==> src/design/dcsg_pkg.sv <==
package dcsg_pkg;

    localparam int CORDIC_STEPS = 16;
    localparam int STEP_W       = (CORDIC_STEPS > 1) ? $clog2(CORDIC_STEPS) : 1;

    localparam int INC_W    = 17;
    localparam int PHASE_W  = 18;
    localparam int SINE_W   = 17;
    localparam int TARGET_W = 16;
    localparam int XY_W     = 18;
    localparam int CUR_W    = 18;

    localparam logic [PHASE_W-1:0] PI2        = PHASE_W'(51471);
    localparam logic [PHASE_W-1:0] HALF_TURN  = PHASE_W'(2 * 51471);
    localparam logic [PHASE_W-1:0] THREE_PI2  = PHASE_W'(3 * 51471);
    localparam logic [PHASE_W-1:0] FULL_TURN  = PHASE_W'(4 * 51471);
    localparam logic signed [XY_W-1:0] START_X = XY_W'(19898);

    typedef struct packed {
        logic                       valid;
        logic signed [XY_W-1:0]     x;
        logic signed [XY_W-1:0]     y;
        logic signed [CUR_W-1:0]    cur;
        logic [TARGET_W-1:0]        target;
        logic                       negate;
        logic [PHASE_W-1:0]         phase;
    } t_cordic;

    function automatic logic signed [CUR_W-1:0] atan_q15(input int step);
        logic signed [CUR_W-1:0] a;
        case (step)
            0:       a = CUR_W'(25735);
            1:       a = CUR_W'(15192);
            2:       a = CUR_W'(8027);
            3:       a = CUR_W'(4074);
            4:       a = CUR_W'(2045);
            5:       a = CUR_W'(1023);
            6:       a = CUR_W'(511);
            7:       a = CUR_W'(255);
            8:       a = CUR_W'(127);
            9:       a = CUR_W'(63);
            10:      a = CUR_W'(31);
            11:      a = CUR_W'(15);
            12:      a = CUR_W'(7);
            13:      a = CUR_W'(3);
            14:      a = CUR_W'(1);
            default: a = '0;
        endcase
        return a;
    endfunction

endpackage

==> src/design/dcsg_phase_front.sv <==
module dcsg_phase_front (
    input  logic                          i_clk,
    input  logic                          i_rst_n,
    input  logic                          i_en,
    input  logic                          i_accept,
    input  logic                          i_tick,
    input  logic                          i_cfg_wr_en,
    input  logic [dcsg_pkg::INC_W-1:0]    i_cfg_wr_data,
    output dcsg_pkg::t_cordic             o_stage
);
    import dcsg_pkg::*;

    logic [INC_W-1:0]    r_inc;
    logic [PHASE_W-1:0]  r_phase_acc;
    logic [PHASE_W-1:0]  n_phase_acc;
    logic                r_acc_valid;
    logic [PHASE_W:0]    s_sum;
    logic [PHASE_W:0]    s_sum_red;
    logic [PHASE_W-1:0]  s_fold;
    t_cordic             r_stage;
    t_cordic             n_stage;

    assign s_sum     = {1'b0, r_phase_acc} + {2'b00, r_inc};
    assign s_sum_red = s_sum - {1'b0, FULL_TURN};
    assign n_phase_acc = (s_sum > {1'b0, FULL_TURN}) ? s_sum_red[PHASE_W-1:0]
                                                     : s_sum[PHASE_W-1:0];

    always_comb begin
        if (r_phase_acc > THREE_PI2) begin
            s_fold = FULL_TURN - r_phase_acc;
        end else if (r_phase_acc > HALF_TURN) begin
            s_fold = r_phase_acc - HALF_TURN;
        end else if (r_phase_acc > PI2) begin
            s_fold = HALF_TURN - r_phase_acc;
        end else begin
            s_fold = r_phase_acc;
        end
        n_stage        = r_stage;
        n_stage.valid  = r_acc_valid;
        n_stage.x      = START_X;
        n_stage.y      = '0;
        n_stage.cur    = '0;
        n_stage.target = s_fold[TARGET_W-1:0];
        n_stage.negate = r_phase_acc > HALF_TURN;
        n_stage.phase  = r_phase_acc;
    end

    always_ff @(posedge i_clk) begin
        if (!i_rst_n) begin
            r_inc <= '0;
        end else if (i_cfg_wr_en) begin
            r_inc <= i_cfg_wr_data;
        end
    end

    always_ff @(posedge i_clk) begin
        if (!i_rst_n) begin
            r_phase_acc <= '0;
            r_acc_valid <= 1'b0;
        end else if (i_en) begin
            r_acc_valid <= i_accept && i_tick;
            if (i_accept && i_tick) begin
                r_phase_acc <= n_phase_acc;
            end
        end
    end

    always_ff @(posedge i_clk) begin
        if (!i_rst_n) begin
            r_stage.valid <= 1'b0;
        end else if (i_en) begin
            r_stage <= n_stage;
        end
    end

    assign o_stage = r_stage;

endmodule

==> src/design/dcsg_cordic_cell.sv <==
module dcsg_cordic_cell (
    input  logic                          i_clk,
    input  logic                          i_rst_n,
    input  logic                          i_en,
    input  logic [dcsg_pkg::STEP_W-1:0]   i_step,
    input  dcsg_pkg::t_cordic             i_stage,
    output dcsg_pkg::t_cordic             o_stage
);
    import dcsg_pkg::*;

    t_cordic                  r_stage;
    t_cordic                  n_stage;
    logic signed [XY_W-1:0]   s_xs;
    logic signed [XY_W-1:0]   s_ys;
    logic signed [CUR_W-1:0]  s_atan;
    logic                     s_up;

    assign s_xs   = i_stage.x >>> i_step;
    assign s_ys   = i_stage.y >>> i_step;
    assign s_atan = atan_q15(int'(i_step));
    assign s_up   = $signed({{(CUR_W-TARGET_W){1'b0}}, i_stage.target}) > i_stage.cur;

    always_comb begin
        n_stage = i_stage;
        if (s_up) begin
            n_stage.x   = i_stage.x - s_ys;
            n_stage.y   = i_stage.y + s_xs;
            n_stage.cur = i_stage.cur + s_atan;
        end else begin
            n_stage.x   = i_stage.x + s_ys;
            n_stage.y   = i_stage.y - s_xs;
            n_stage.cur = i_stage.cur - s_atan;
        end
    end

    always_ff @(posedge i_clk) begin
        if (!i_rst_n) begin
            r_stage.valid <= 1'b0;
        end else if (i_en) begin
            r_stage <= n_stage;
        end
    end

    assign o_stage = r_stage;

endmodule

==> src/design/dds_cordic_sine_generator_core.sv <==
// From a tick's input transfer to o_valid: phase accumulator, quadrant fold,
//   CORDIC cells, output register. Throughput: one sample per cycle while the
//   skid stage is empty; each CORDIC cell takes a new item every cycle.
// Output register plus skid stage: a stalled result does not block new transfers
//   until the skid stage fills. Synchronous active-low reset clears the phase,
//   the phase increment and all valid flags; no clearing pass is needed.
module dds_cordic_sine_generator_core (
    input  logic                                 i_clk,
    input  logic                                 i_rst_n,
    input  logic                                 i_valid,
    output logic                                 o_stall,
    input  logic                                 i_tick,
    output logic                                 o_valid,
    input  logic                                 i_stall,
    output logic signed [dcsg_pkg::SINE_W-1:0]   o_sine_value,
    output logic [dcsg_pkg::PHASE_W-1:0]         o_phase_value,
    input  logic                                 i_cfg_wr_en,
    input  logic [dcsg_pkg::INC_W-1:0]           i_cfg_wr_data
);
    import dcsg_pkg::*;

    t_cordic                   s_chain [0:CORDIC_STEPS];
    logic                      s_en;
    logic                      s_accept;
    logic                      s_new_valid;
    logic signed [XY_W-1:0]    s_neg_y;
    logic signed [SINE_W-1:0]  s_new_sine;

    logic                      r_out_valid;
    logic signed [SINE_W-1:0]  r_out_sine;
    logic [PHASE_W-1:0]        r_out_phase;
    logic                      r_skid_valid;
    logic signed [SINE_W-1:0]  r_skid_sine;
    logic [PHASE_W-1:0]        r_skid_phase;

    assign s_en     = !r_skid_valid;
    assign o_stall  = r_skid_valid;
    assign s_accept = i_valid && !r_skid_valid;

    dcsg_phase_front u_front (
        .i_clk         (i_clk),
        .i_rst_n       (i_rst_n),
        .i_en          (s_en),
        .i_accept      (s_accept),
        .i_tick        (i_tick),
        .i_cfg_wr_en   (i_cfg_wr_en),
        .i_cfg_wr_data (i_cfg_wr_data),
        .o_stage       (s_chain[0])
    );

    for (genvar g = 0; g < CORDIC_STEPS; g++) begin : g_cell
        dcsg_cordic_cell u_cell (
            .i_clk   (i_clk),
            .i_rst_n (i_rst_n),
            .i_en    (s_en),
            .i_step  (STEP_W'(g)),
            .i_stage (s_chain[g]),
            .o_stage (s_chain[g+1])
        );
    end

    assign s_new_valid = s_en && s_chain[CORDIC_STEPS].valid;
    assign s_neg_y     = -s_chain[CORDIC_STEPS].y;
    assign s_new_sine  = s_chain[CORDIC_STEPS].negate ? s_neg_y[SINE_W-1:0]
                                                      : s_chain[CORDIC_STEPS].y[SINE_W-1:0];

    always_ff @(posedge i_clk) begin
        if (!i_rst_n) begin
            r_out_valid  <= 1'b0;
            r_skid_valid <= 1'b0;
        end else if (r_skid_valid) begin
            if (!i_stall) begin
                r_out_sine   <= r_skid_sine;
                r_out_phase  <= r_skid_phase;
                r_skid_valid <= 1'b0;
            end
        end else if (s_new_valid) begin
            if (r_out_valid && i_stall) begin
                r_skid_sine  <= s_new_sine;
                r_skid_phase <= s_chain[CORDIC_STEPS].phase;
                r_skid_valid <= 1'b1;
            end else begin
                r_out_sine  <= s_new_sine;
                r_out_phase <= s_chain[CORDIC_STEPS].phase;
                r_out_valid <= 1'b1;
            end
        end else if (!i_stall) begin
            r_out_valid <= 1'b0;
        end
    end

    assign o_valid       = r_out_valid;
    assign o_sine_value  = r_out_sine;
    assign o_phase_value = r_out_phase;

endmodule
==> config.mk <==
export PLATFORM = sky130hd
export DESIGN_NAME = dds_cordic_sine_generator_core
export DESIGN_NICKNAME = d
export VERILOG_FILES = /design/src/design/dcsg_pkg.sv /design/src/design/dcsg_phase_front.sv /design/src/design/dcsg_cordic_cell.sv /design/src/design/dds_cordic_sine_generator_core.sv
export SDC_FILE = /design/constraint.sdc
export NUM_CORES = 2
export LEC_CHECK = 0
export BUFFER_PORTS_ARGS = -buffer_cell sky130_fd_sc_hd__clkbuf_2
export CORE_AREA = 8 8 428 430
export DETAILED_ROUTE_END_ITERATION = 10
export DIE_AREA = 0 0 436 438
export PLACE_DENSITY = 0.64
export SYNTH_ARGS = -nofsm -noshare
export SYNTH_HDL_FRONTEND = slang
export SYNTH_MEMORY_MAX_BITS = 65536
export SYNTH_SLANG_ARGS = --single-unit
export TNS_END_PERCENT = 30
==> constraint.sdc <==
create_clock -name i_clk -period 66.1 [get_ports i_clk]
set_clock_uncertainty 0.1 [all_clocks]
set_input_delay 3.305 -clock i_clk [delete_from_list [all_inputs] [get_ports i_clk]]
set_output_delay 3.305 -clock i_clk [all_outputs]
set_load 0.03 [all_outputs]
==> results.json <==
{
  "cts_tree": "done",
  "ys_types": 89,
  "finalSetupViolations": 0,
  "post_cts_buffers": 0,
  "ys_ff_latch": 1423,
  "insertion_delay_ns": 0.82,
  "avgSynthCellArea_um2": 11.0,
  "holdBufCountCts": 0,
  "cap_viol_max_count": 0,
  "rsz0062_at_grt": "no",
  "hold_path.class": "reg -> reg",
  "drtAntennaViolNets": 0,
  "viasPerCell": 5.42,
  "slowest_stage": "or2_2",
  "via_count": 56684,
  "synth_flop_cell": "edfxtp_1",
  "grt_first_pass_wirelength_um": 284000,
  "coreArea_um2": 177000,
  "drt_iter0_drc": 3118,
  "groute.usage.overall": 0.178,
  "initial_core_util": 0.485,
  "cts_resized": 0,
  "period_minus_slack_ns": 6.75,
  "routed_wl_um": 175000,
  "max_freq_mhz": 148,
  "die_width_um": 436,
  "firstDrtPassIters": 6,
  "end_kind": "flop",
  "synth_edf_count": 1368,
  "syn-cell-area_um2": 85900,
  "final-max-slew-violation-count": 0,
  "synthCells": 7825,
  "synth-warning-count": 0,
  "pin_count": 60,
  "relSlewSlack": 0.251,
  "synth-seq-area-share": 0.491,
  "worst_path_largest_cell_delay_ns": 0.69,
  "grt-ovfl-total": 0,
  "grt_pass1_vias": 56172,
  "period_share": 0.102,
  "drive_gt1_frac": 0.0528,
  "crit_fanout": 34,
  "synthArstFlopShare": 0,
  "status": "finished, final reports clean",
  "synth_fp_nets": 8835,
  "nNetsFinal": 8976,
  "htree_levels": 4,
  "drc": 0,
  "clock-sinks": 1423,
  "crit_arrival_ns": 7.17,
  "max_slew.worst_pin.slew_ns": 1.12,
  "cts-buffers-inserted": 154,
  "cts.path.max_buffers": 3,
  "portBuffers": 59,
  "worstSetupStartpointType": "flop",
  "wl_per_cell_um": 16.7,
  "required_ns": 66.52,
  "tns_ns": 0,
  "num_rows": 155,
  "grt_start_max_net_pins": 187,
  "finalHoldViolCount": 0,
  "place.gp.congestion": 0.862,
  "critical_path_class": "reg -> reg",
  "dieArea_um2": 191000,
  "cts-root-buf": "clkbuf_16",
  "die_h_um": 438,
  "path_clk_slew_ns": 0.06,
  "area_growth_pct": 9.72,
  "hpwl_um": 133000,
  "antenna_found_initial": 1,
  "crit_top_cell": "o21ai_0"
}
-- flip-flops by register name, summed over array words and instances, names as in the netlist --
| signal | count |
|---|---|
| r_skid_sine | 17 |
| o_valid | 1 |
| o_phase_value | 18 |
| u_front.r_acc_valid | 1 |
| o_stall | 1 |
| g_cell.u_cell.o_stage | 1280 |
| o_sine_value | 17 |
| u_front.r_phase_acc | 18 |
| u_front.r_inc | 17 |
| r_skid_phase | 18 |
| u_front.o_stage | 35 |
-- area by class of cell --
| type | count | area [um^2] |
|---|---|---|
| fillers | 15163 | 82700 |
| flip-flops and latches | 1423 | 42200 |
| multi-input cells | 5602 | 40700 |
| clock buffers | 186 | 3970 |
| well taps | 2355 | 2950 |
| inverters | 691 | 2590 |
| clock inverters | 97 | 1220 |
| repair buffers | 94 | 596 |
| diodes | 1 | 2.50 |
-- cell usage after synthesis, types with 33 or more instances --
cell type	number	area share
a211o_1	33	0.0034
a211oi_1	43	0.0038
a21boi_0	134	0.012
a21o_1	220	0.019
a21oi_1	514	0.030
a31oi_1	46	0.0034
and3_1	49	0.0036
clkbuf_1	91	0.0040
dfxtp_1	55	0.013
edfxtp_1	1368	0.48
fa_1	35	0.0082
ha_1	952	0.14
inv_1	685	0.030
mux2_2	43	0.0056
mux2i_1	60	0.0070
nand2_1	532	0.023
nand2b_1	69	0.0050
nand3_1	132	0.0077
nand4_1	52	0.0038
nor2_1	661	0.029
nor2b_1	127	0.0093
nor3_1	142	0.0083
nor4_1	33	0.0024
o21a_1	57	0.0050
o21ai_0	436	0.025
o21bai_1	33	0.0029
o31ai_1	57	0.0050
or3_1	86	0.0063
xnor2_1	573	0.058
xor2_1	186	0.019
-- logic make-up after synthesis --
group | synth area share
multiplexers | 0.0126
AND/OR/NAND/NOR | 0.108
AO/OA/AOI/OAI | 0.128
adder cells (fa/ha/maj) | 0.148
buffers and inverters | 0.0350
XOR/XNOR | 0.0774
flip-flops | 0.491
other | 0.0000437
-- stage by stage --
stage	hold WS [ns]	instance area, um^2	setup slack, ns	utilization	std cells
6_report	0.266	94200	59.35	0.533	10449
3_3_place_gp	0.300	89000	58.78	0.503	10165
4_1_cts	0.254	94200	59.33	0.533	10448
5_1_grt	0.266	94200	58.67	0.533	10449
3_5_place_dp	0.305	89000	58.67	0.503	10165
2_1_floorplan	0.300	85900	5.61	-	7825
-- worst paths after layout --
kind                                start                            end  slack, ns  cells past startpoint
max          g_cell[9].u_cell.o_stage[37]  g_cell[10].u_cell.o_stage[67]      59.35                     27
min reg2reg   g_cell[3].u_cell.o_stage[3]    g_cell[4].u_cell.o_stage[3]       0.27                      0
max reg2reg  g_cell[9].u_cell.o_stage[37]  g_cell[10].u_cell.o_stage[67]      59.35                     27
min           g_cell[3].u_cell.o_stage[3]    g_cell[4].u_cell.o_stage[3]       0.27                      0
-- placed cells by master, fill, tap and decap left out, drive strengths merged, types with 132 or more instances in the layout --
cell,instances
nand3,132
edfxtp,1368
nor3,142
nor2,661
clkbuf,245
a21oi,515
a21o,220
ha,952
nand2,532
o21ai,441
xnor2,573
inv,693
xor2,186
a21boi,134
-- critical path, delay by kind of cell, from the launching register on --
| family | cells | cell delay, ns |
|---|---|---|
| DFF | 1 | 0.35 |
| buffers and inverters | 2 | 0.74 |
| xor gates and xnor gates | 1 | 0.14 |
| adders and majority gates | 2 | 0.57 |
| AOI/OAI and AO/OA | 17 | 3.25 |
| and+or+nand+nor | 5 | 1.34 |
-- routing by layer --
metal | track usage | vias to the layer above | share of wire
met2 | 0.329 | 898 | 0.51
met3 | 0.0238 | 327 | 0.031
met5 | 0 | - | 0
li1 | - | 28634 | -
met1 | 0.211 | 26825 | 0.42
met4 | 0.0632 | 0 | 0.034
Power is left out: the tool's default activity adds up to more than one toggle a clock period on the data nets, which glitch-free logic cannot reach.
